## src/sv/best_fit_interval_slot_reuse_top_defines.svh

```systemverilog
// assertion macros shared by the slot reuse block
// no dependencies
`ifndef BEST_FIT_INTERVAL_SLOT_REUSE_TOP_DEFINES_SVH
`define BEST_FIT_INTERVAL_SLOT_REUSE_TOP_DEFINES_SVH
// implication checked on every rising clock edge outside reset
`define BFI_ASSERT_IMPL(label, clk, rstn, ante, cons) \
    label: assert property (@(posedge clk) disable iff (!rstn) (ante) |-> (cons)) \
        else $error("assertion failed");
// next-cycle implication
`define BFI_ASSERT_NEXT(label, clk, rstn, ante, cons) \
    label: assert property (@(posedge clk) disable iff (!rstn) (ante) |=> (cons)) \
        else $error("assertion failed");
`endif

```

## src/sv/bfi_pkg.sv

```systemverilog
// types and constants of the slot reuse block
// no dependencies
package bfi_pkg;
    localparam int unsigned BYTES_W = 40;
    localparam int unsigned IDX_W = 16;
    localparam int unsigned OUT_IDX_W = 5;

    typedef struct packed {
        logic [15:0] dyn_sizes_ident;
        logic [15:0] type_ident;
        logic [39:0] byte_size;
        logic [3:0]  mem_space;
        logic [7:0]  elem_kind;
        logic [15:0] last_use_index;
        logic [15:0] def_index;
    } item_t;

    typedef struct packed {
        logic        table_full;
        logic [39:0] waste;
        logic        cast_needed;
        logic        reused;
        logic [4:0]  slot_index;
    } result_t;

    typedef enum logic [1:0] {
        ST_IDLE,
        ST_SCAN,
        ST_DONE
    } state_t;
endpackage

```

## src/sv/bfi_ram.sv

```systemverilog
// generic single-write ram with registered read
// no dependencies
module bfi_ram #(
    parameter int WIDTH = 8,
    parameter int DEPTH = 32
) (
    input  logic                     aclk,
    input  logic                     we,
    input  logic [$clog2(DEPTH)-1:0] waddr,
    input  logic [WIDTH-1:0]         wdata,
    input  logic [$clog2(DEPTH)-1:0] raddr,
    output logic [WIDTH-1:0]         rdata
);
    logic [WIDTH-1:0] mem [DEPTH];

    always_ff @(posedge aclk) begin
        if (we) begin
            mem[waddr] <= wdata;
        end
        rdata <= mem[raddr];
    end
endmodule

```

## src/sv/bfi_front.sv

```systemverilog
// front end: two-entry queue of accepted intervals
// depends on bfi_pkg
module bfi_front (
    input  logic          aclk,
    input  logic          aresetn,
    input  logic          in_valid,
    output logic          in_ready,
    input  bfi_pkg::item_t in_item,
    output logic          q_valid,
    input  logic          q_ready,
    output bfi_pkg::item_t q_item
);
    bfi_pkg::item_t buf_reg [2];
    logic [1:0] cnt_reg, cnt_next;
    logic       rd_reg, wr_reg;
    logic       push, pop;

    assign in_ready = (cnt_reg != 2'd2);
    assign q_valid  = (cnt_reg != 2'd0);
    assign q_item   = buf_reg[rd_reg];
    assign push = in_valid && in_ready;
    assign pop  = q_valid && q_ready;

    always_comb begin
        cnt_next = cnt_reg;
        if (push && !pop) begin
            cnt_next = cnt_reg + 2'd1;
        end else if (pop && !push) begin
            cnt_next = cnt_reg - 2'd1;
        end
    end

    always_ff @(posedge aclk) begin
        if (!aresetn) begin
            cnt_reg <= '0;
            rd_reg  <= 1'b0;
            wr_reg  <= 1'b0;
        end else begin
            cnt_reg <= cnt_next;
            if (push) begin
                wr_reg <= ~wr_reg;
            end
            if (pop) begin
                rd_reg <= ~rd_reg;
            end
        end
    end

    always_ff @(posedge aclk) begin
        if (push) begin
            buf_reg[wr_reg] <= in_item;
        end
    end
endmodule

```

## src/sv/bfi_back.sv

```systemverilog
// back end: slot scan, best-fit choice and table update
// depends on bfi_pkg, bfi_ram, defines header
`include "best_fit_interval_slot_reuse_top_defines.svh"
module bfi_back #(
    parameter int SLOT_COUNT = 32
) (
    input  logic            aclk,
    input  logic            aresetn,
    input  logic            q_valid,
    output logic            q_ready,
    input  bfi_pkg::item_t  q_item,
    output logic            m_valid,
    input  logic            m_ready,
    output bfi_pkg::result_t m_res
);
    localparam int AW = $clog2(SLOT_COUNT);
    localparam int CW = $clog2(SLOT_COUNT + 1);
    localparam int SW = 16 + 8 + 4 + 40 + 16 + 16;

    bfi_pkg::state_t state_reg, state_next;
    bfi_pkg::item_t  it_reg;
    logic [CW-1:0]   count_reg;
    logic [CW-1:0]   scan_reg, scan_next;
    logic            rvalid_reg;
    logic            rdok_reg;
    logic [AW-1:0]   rslot_reg;
    logic            found_reg, stop_reg;
    logic [AW-1:0]   best_reg;
    logic [39:0]     bestw_reg;
    logic            bestcast_reg;
    logic            outv_reg;
    bfi_pkg::result_t res_reg;

    logic            we;
    logic [AW-1:0]   waddr;
    logic [SW-1:0]   wdata, rdata;
    logic [AW-1:0]   raddr;
    logic [15:0]     s_last, s_type, s_dyn;
    logic [7:0]      s_ek;
    logic [3:0]      s_ms;
    logic [39:0]     s_bytes, w;
    logic            fit, take, scan_end, accept;
    logic            fire;

    bfi_ram #(.WIDTH(SW), .DEPTH(SLOT_COUNT)) u_ram (
        .aclk(aclk), .we(we), .waddr(waddr), .wdata(wdata),
        .raddr(raddr), .rdata(rdata)
    );

    assign {s_last, s_ek, s_ms, s_bytes, s_type, s_dyn} = rdata;
    assign raddr = scan_reg[AW-1:0];
    assign q_ready = (state_reg == bfi_pkg::ST_IDLE);
    assign accept = q_valid && q_ready;
    assign m_valid = outv_reg;
    assign m_res = res_reg;
    // best slot read lands in the cycle after entering done
    assign fire = (state_reg == bfi_pkg::ST_DONE) && rdok_reg && (!outv_reg || m_ready);

    always_comb begin
        fit = (s_ek == it_reg.elem_kind) && (s_ms == it_reg.mem_space);
        if (s_bytes != '0 && it_reg.byte_size != '0) begin
            fit = fit && (s_bytes >= it_reg.byte_size);
        end else if (s_bytes == '0 && it_reg.byte_size == '0) begin
            fit = fit && (s_type == it_reg.type_ident)
                      && (s_dyn == it_reg.dyn_sizes_ident);
        end else begin
            fit = 1'b0;
        end
        w = s_bytes - it_reg.byte_size;
        take = rvalid_reg && !stop_reg && (s_last < it_reg.def_index) && fit
               && (!found_reg || w < bestw_reg);
        scan_end = (scan_reg >= count_reg) && !rvalid_reg;
    end

    always_comb begin
        state_next = state_reg;
        case (state_reg)
            bfi_pkg::ST_IDLE: if (accept) state_next = bfi_pkg::ST_SCAN;
            bfi_pkg::ST_SCAN: if (scan_end) state_next = bfi_pkg::ST_DONE;
            bfi_pkg::ST_DONE: if (fire) state_next = bfi_pkg::ST_IDLE;
            default: state_next = bfi_pkg::ST_IDLE;
        endcase
    end

    always_comb begin
        scan_next = scan_reg;
        if (accept) begin
            scan_next = '0;
        end else if (state_reg == bfi_pkg::ST_SCAN && scan_end) begin
            scan_next = CW'(best_reg);
        end else if (state_reg == bfi_pkg::ST_SCAN && scan_reg < count_reg) begin
            scan_next = scan_reg + CW'(1);
        end
    end

    always_comb begin
        we = 1'b0;
        waddr = best_reg;
        wdata = rdata;
        if (fire) begin
            if (found_reg) begin
                we = 1'b1;
                waddr = best_reg;
                wdata = {it_reg.last_use_index, s_ek, s_ms, s_bytes, s_type, s_dyn};
            end else if (count_reg < CW'(SLOT_COUNT)) begin
                we = 1'b1;
                waddr = count_reg[AW-1:0];
                wdata = {it_reg.last_use_index, it_reg.elem_kind, it_reg.mem_space,
                         it_reg.byte_size, it_reg.type_ident, it_reg.dyn_sizes_ident};
            end
        end
    end

    // in done state the ram read address rests on best slot, keep it there
    always_ff @(posedge aclk) begin
        if (!aresetn) begin
            state_reg <= bfi_pkg::ST_IDLE;
            count_reg <= '0;
            outv_reg  <= 1'b0;
            rvalid_reg <= 1'b0;
            rdok_reg  <= 1'b0;
        end else begin
            state_reg <= state_next;
            rvalid_reg <= (state_reg == bfi_pkg::ST_SCAN) && (scan_reg < count_reg)
                          && !accept;
            rdok_reg <= (state_reg == bfi_pkg::ST_DONE);
            if (fire) begin
                outv_reg <= 1'b1;
                if (!found_reg && count_reg < CW'(SLOT_COUNT)) begin
                    count_reg <= count_reg + CW'(1);
                end
            end else if (outv_reg && m_ready) begin
                outv_reg <= 1'b0;
            end
        end
    end

    always_ff @(posedge aclk) begin
        scan_reg <= scan_next;
        rslot_reg <= raddr;
        if (accept) begin
            it_reg <= q_item;
            found_reg <= 1'b0;
            stop_reg <= 1'b0;
            bestw_reg <= '0;
            best_reg <= '0;
            bestcast_reg <= 1'b0;
        end else if (take) begin
            found_reg <= 1'b1;
            best_reg <= rslot_reg;
            bestw_reg <= w;
            bestcast_reg <= (s_type != it_reg.type_ident);
            stop_reg <= (w == '0);
        end
        if (fire) begin
            res_reg.table_full <= !found_reg && (count_reg >= CW'(SLOT_COUNT));
            res_reg.reused <= found_reg;
            res_reg.cast_needed <= found_reg && bestcast_reg;
            res_reg.waste <= found_reg ? bestw_reg : '0;
            if (found_reg) begin
                res_reg.slot_index <= 5'(best_reg);
            end else if (count_reg < CW'(SLOT_COUNT)) begin
                res_reg.slot_index <= 5'(count_reg);
            end else begin
                res_reg.slot_index <= '0;
            end
        end
    end

    `BFI_ASSERT_IMPL(a_count_max, aclk, aresetn, 1'b1, count_reg <= CW'(SLOT_COUNT))
    `BFI_ASSERT_IMPL(a_full_excl, aclk, aresetn, outv_reg,
        !(res_reg.table_full && res_reg.reused))
    `BFI_ASSERT_NEXT(a_fire_out, aclk, aresetn, fire, outv_reg)
endmodule

```

## src/sv/best_fit_interval_slot_reuse_top.sv

```systemverilog
// Best-fit slot reuse: a two-beat input queue feeds a scanner that reads one slot
// per cycle from a single ram port; it takes no new item until the last has gone
// through its scan and done states, done fetching and writing back the chosen slot;
// a held result stalls the write-back. A zero-waste hit stops updating but the scan
// runs on.
// depends on bfi_pkg, bfi_front, bfi_back
module best_fit_interval_slot_reuse_top #(
    parameter int SLOT_COUNT = 32
) (
    input  logic         aclk,
    input  logic         aresetn,
    input  logic         s_tvalid,
    output logic         s_tready,
    // def_index, last_use_index, elem_kind, mem_space, byte_size, type_ident,
    // dyn_sizes_ident, zero pad
    input  logic [119:0] s_tdata,
    output logic         m_tvalid,
    input  logic         m_tready,
    // slot_index, reused, cast_needed, waste, table_full
    output logic [47:0]  m_tdata
);
    bfi_pkg::item_t   in_item, q_item;
    bfi_pkg::result_t res;
    logic q_valid, q_ready;

    assign in_item = s_tdata[115:0];
    assign m_tdata = res;

    bfi_front u_front (
        .aclk(aclk), .aresetn(aresetn), .in_valid(s_tvalid), .in_ready(s_tready),
        .in_item(in_item), .q_valid(q_valid), .q_ready(q_ready), .q_item(q_item)
    );

    bfi_back #(.SLOT_COUNT(SLOT_COUNT)) u_back (
        .aclk(aclk), .aresetn(aresetn), .q_valid(q_valid), .q_ready(q_ready),
        .q_item(q_item), .m_valid(m_tvalid), .m_ready(m_tready), .m_res(res)
    );
endmodule

```

## config.mk

```make
export PLATFORM = sky130hd
export DESIGN_NAME = best_fit_interval_slot_reuse_top
export DESIGN_NICKNAME = d
export VERILOG_FILES = /design/src/sv/bfi_pkg.sv /design/src/sv/bfi_ram.sv /design/src/sv/bfi_front.sv /design/src/sv/bfi_back.sv /design/src/sv/best_fit_interval_slot_reuse_top.sv
export VERILOG_INCLUDE_DIRS = /design/src /design/src/sv
export SDC_FILE = /design/constraint.sdc
export NUM_CORES = 2
export LEC_CHECK = 0
export ABC_AREA = 1
export ABC_CLOCK_PERIOD_IN_PS = 10900
export BUFFER_PORTS_ARGS = -buffer_cell sky130_fd_sc_hd__buf_2
export CORE_MARGIN = 8
export CORE_UTILIZATION = 33
export CTS_CLUSTER_SIZE = 30
export DETAILED_ROUTE_END_ITERATION = 8
export GPL_ROUTABILITY_DRIVEN = 0
export PLACE_DENSITY = 0.55
export SYNTH_ARGS = -nofsm -noshare
export SYNTH_HDL_FRONTEND = slang
export SYNTH_SLANG_ARGS = --single-unit
```

## constraint.sdc

```tcl
create_clock -name aclk -period 10.9 [get_ports aclk]
set_clock_uncertainty 0.05 [all_clocks]
set_input_delay 1.635 -clock aclk [delete_from_list [all_inputs] [get_ports aclk]]
set_output_delay 1.635 -clock aclk [all_outputs]
set_load 0.005 [all_outputs]
```

Word level (Yosys, flattened, before mapping):

Memory sizes are Yosys's and may differ from the RTL's. A register that Yosys moved wholly into a read port is not among the register bits.
Index checks and enable logic that the tools add are counted.

* register bits: 122
* bits in writable memories: 3432
* input bits: 124
* output and inout bits: 50
* memories kept: 2

* add/subtract/negate cells: 5
* order comparisons: 7
* equal/unequal tests: 11
* multiplexer cells: 27
* bitwise logic cells: 2
* reduce and logical (&&, ||, !) cells: 45

Memory list
* u_back.u_ram.mem: words 32, bits a word 100, read ports 1, clocked after memory_dff 1, write ports 1, line bfi_ram.sv:14 `logic [WIDTH-1:0] mem [DEPTH];`
* u_front.buf_reg: words 2, bits a word 116, read ports 1, clocked after memory_dff 1, write ports 1, line bfi_front.sv:13 `bfi_pkg::item_t buf_reg [2];`

Operators with widths (number)
* $mux W100: 3
* $logic_not A40 Y1: 3
* $reduce_bool A40 Y1: 2
* $ge A40 B40 Y1: 1
* $lt A40 B40 Y1: 1
* $sub A40 B40 Y40: 1
* $mux W5: 7
* $eq A16 B16 Y1: 2
* $logic_and A1 B1 Y1: 24
* $lt A16 B16 Y1: 1
* $ne A16 B16 Y1: 1
* $add A6 B1 Y6 const B: 2
* $mux W1: 11
* $mux W2: 5
* $eq A8 B8 Y1: 1
* $reduce_bool A2 Y1: 4
* $ge A6 B6 Y1: 1
* $ge A6 B6 Y1 const B: 1
* $logic_not A1 Y1: 6
* $lt A6 B6 Y1: 1
* $lt A6 B6 Y1 const B: 1
* $pmux W2 S3: 1
* $eq A4 B4 Y1: 1
* $ne A2 B1 Y1 const B: 2
* other kinds (11): 14

Logic depth before layout (Yosys ltp):

* depth in word-level cells: 8
* depth in mapped cells: 30
* depth with buffers taken out: 29

Modules after synthesis:

Synthesis repeated with hierarchy kept, for this count alone.

* cells, all modules: 13023
* area total of the unflattened synthesis: 154015.2 µm²

By module, submodules not included
* bfi_ram: instances 1, cells each 10532, area an instance 129949.6 µm²
* bfi_back: instances 1, cells each 2093, area an instance 15299.7 µm²
* bfi_front: instances 1, cells each 398, area an instance 8765.9 µm²

Least setup slack after synthesis:

OpenSTA, ideal clock, no wires.

* path type: input port to flip-flop
* start point: in m_tready
* end point: mem u_back.u_ram.mem[0][0] in the netlist's numbering, enable pin
* library setup time: 560 ps
* data arrival time: 9332 ps
* required time: 10290 ps
* slack: 958 ps
* stages: 10
* buffers on the path: 0
* path through: nor2_1 -> nor2_1 -> inv_1 -> nor2_1 -> inv_1 -> a21oi_1 -> inv_1 -> nor2_1 -> nand2_1 -> nor2_1

* word-level cells in the longest chain between the ends: 5

Ends and longest elaborated chain
* from (decl): line best_fit_interval_slot_reuse_top.sv:18 `input logic m_tready,`
* $logic_or A1 B1 Y1 *: line bfi_back.sv:57 `assign fire = (state_reg == bfi_pkg::ST_DONE) && rdok_reg && (!outv_reg || m_ready);`
* $logic_and A1 B1 Y1 *: line bfi_back.sv:57
* net u_back.fire: line bfi_back.sv:43 `logic fire;`
* $mux W1: line bfi_back.sv:100 `if (fire) begin`
* $mux W1: line bfi_ram.sv:17 `if (we) begin`
* $mux W1 (implied by the code): line bfi_ram.sv:18 `mem[waddr] <= wdata;`
* to (decl): line bfi_ram.sv:14

Mark *: on every way through the listed nets, which the timed path passes. The rest lies on a longest branch.

Worst setup path after layout:

* start point: in m_tready
* end point: mem u_back.u_ram.mem[21][80] in the netlist's numbering, enable pin

The elaborated chain is that of the path after synthesis.

==> flow_summary.ini <==
[detailed_routing]
vias = 95567
route.detailed.drc = 0
wl_um = 451000
avgViaCountPerCell = 5.32
drtIter0Drc = 10506
first_pass_iters = 6
wl_per_cell_um = 25.1
antenna_left = 0

[cts]
cts_made_buffers = 390
cts_hold_buf = 0
cts_max_level = 5
clockBufferDepth = 4
cts_tree = built
path_clk_slew_ns = 0.06
post_cts_buffers = 0
cts_resized = 0
insertion_delay_ns = 0.94
cts.sinks = 3770
cts-root-buf = clkbuf_16

[logic_synthesis]
yosys_warnings = 0
syn-num-nets = 11837
syn_inst = 11608
synthTopCellsByArea = edfxtp_1 73%, o21ai_0 6.0%, nor2_1 4.8%
synth_edf_count = 3596
yosysMostFrequentCell = edfxtp_1
ys.flop_type = edfxtp_1
yosys_register_bits = 3770
synth-seq-area-share_pct = 74.9
synth-async-reset-ratio_pct = 0
synth_common_cells = 3596 x edfxtp_1, 1893 x nor2_1, 1772 x o21ai_0
yosysUniqueCellTypes = 54
synth_area_um2 = 149000
synth_top_area_share_pct = 72.6
yosysTopAreaCell = edfxtp_1
synth.avg_cell_area_um2 = 12.8

[setup_path]
r2r_start = u_back.state_reg[1]
reg2reg_depth = 12
r2r_slack_ns = 4.54
worstReg2RegEnd = u_back.u_ram.mem[21][80]
cp-start-kind = input port
critical_path.max_fanout = 60
endpoint_kind = flop
startpoint = m_tready
critPathKind = in -> reg
cp.arrival_ns = 6.97
crit_end = u_back.u_ram.mem[21][80]
crit_required_ns = 11.35

[power_and_ir_drop]
internal-power_mw = 28.7
combinationalPowerShare_pct = 24.5
powerDensity_nw_per_um2 = 254
pwr-share-seq_pct = 44.7
peakVddDrop_mv = 0.230
switchingPower_mw = 14.3
p_leak_nw = 56.5
clkPwrFrac_pct = 30.8
fin_total_pwr_mw = 43.0
p_sw_share_pct = 33.3

[layout]
layout.nets = 11867
fillCellCount = 42686
area_delta_synth_final_pct = 13.9
final_util_pct = 37.7
layout-drive-gt1-share_pct = 9.12
largest_register_ffs = 3200

[sta]
setup_tns_ns = 0
fmax_mhz = 153
period_share_pct = 59.8
finalCriticalPeriod_ns = 6.52
max_slew_margin_pct = 8.86
setup_ws_ns = 4.38
tightest_slew_ns = 1.37
maxSlewViolCount = 0
hold_ws_ns = 0.410
finalHoldViolations = 0
grt_setup_unrepaired = no
setup_viol = 0

[global_route]
grt_pass1_wl_um = 644000
grt_use_total_pct = 18.2
overflow = 0
grt_max_degree = 201
first_global_vias = 88972
antenna_found_initial = 19

[floorplan]
start_util_pct = 33.1
core-area_um2 = 449000
fp.dieH_um = 687
die_w_um = 687
die_area_um2 = 472000
pin_count = 174
rows = 246

[min_path]
hp-class = reg -> reg
min_from = u_back.rslot_reg[4]

[placement]
io_buffers = 169
dp_hpwl_um = 228000
post-place-ws_ns = 3.33

[outcome]
outcome = completed

[job]
maxCapViolations = 0
[cell type report]
type	count	area [um^2]	area share [%]
Multi-Input combinational cell	6663	33200	19.6
Clock inverter	213	2020	1.19
Sequential cell	3770	111000	65.8
Inverter	442	1710	1.01
Clock buffer	518	10700	6.31
Antenna cell	26	65.1	0.0384
Timing Repair Buffer	371	2750	1.62
Tap cell	5952	7450	4.40
[worst min path at each step]
stage / cells past startpoint / to / slack (ns)
2_1_floorplan: 0 / u_back.rslot_reg[4] / 0.30
3_3_place_gp: 2 / u_back.best_reg[4] / 0.40
3_5_place_dp: 2 / u_back.best_reg[3] / 0.40
4_1_cts: 2 / u_back.best_reg[3] / 0.41
5_1_grt: 2 / u_back.best_reg[4] / 0.43
6_report: 2 / u_back.best_reg[4] / 0.41
[worst max-delay path: stages]
cell and delay [ns]:
buf_2 0.08, nor2_1 0.06, nor2_4 0.09, buf_4 0.58
inv_1 0.32, nor2_4 0.19, buf_4 0.56, buf_4 0.71
o22ai_1 0.32, nor2_1 0.25, nand2_1 0.26, nor2_4 0.99
buf_4 0.77
[per-stage QoR]
step | cell area [um^2] | std cells
3_5_place_dp | 157000 | 17198
5_1_grt | 169000 | 17944
4_1_cts | 169000 | 17929
2_1_floorplan | 149000 | 11608
6_report | 169000 | 17955
3_3_place_gp | 157000 | 17198
[metal layers]
layer,wire [um],global-route usage [%]
met1,194000,25.6
met2,213000,29.7
met3,30000,2.14
met4,13600,5.40
met5,27,0
[power groups by stage]
stage,clock (mW),sequential [mW],combinational (mW)
floorplan,0,19.1,6.58
global placement,0,19.5,10.5
detailed placement,0,19.5,10.5
CTS,13.4,19.2,10.5
global route,14.0,19.2,11.6
finish,13.3,19.2,10.6
[logic make-up (layout without fill, tap and decap cells)]
kind of cell / after synthesis / after routing / share of synthesized area [%]
other: 0 / 26 / 0
XOR/XNOR: 41 / 41 / 0.241
AND/OR/NAND/NOR: 3563 / 3563 / 9.46
adder cells (fa/ha/maj): 105 / 105 / 0.888
AO/OA/AOI/OAI: 2954 / 2954 / 11.4
flip-flops: 3770 / 3770 / 74.9
buffers and inverters: 1175 / 1544 / 3.05
[cell usage in the layout, fill, tap and decap left out, drive strengths merged, types with 28 or more instances in the layout]
master	count
a21oi	171
a221oi	43
a31oi	32
a32oi	34
buf	371
bufinv	28
clkbuf	518
clkinv	168
dfxtp	174
edfxtp	3596
ha	104
inv	453
nand2	1316
nand3	191
nand4	63
nor2	1901
nor3	50
o211ai	49
o21ai	1788
o221ai	251
o22ai	553
Note: power is estimated with default switching activity, not from simulation.
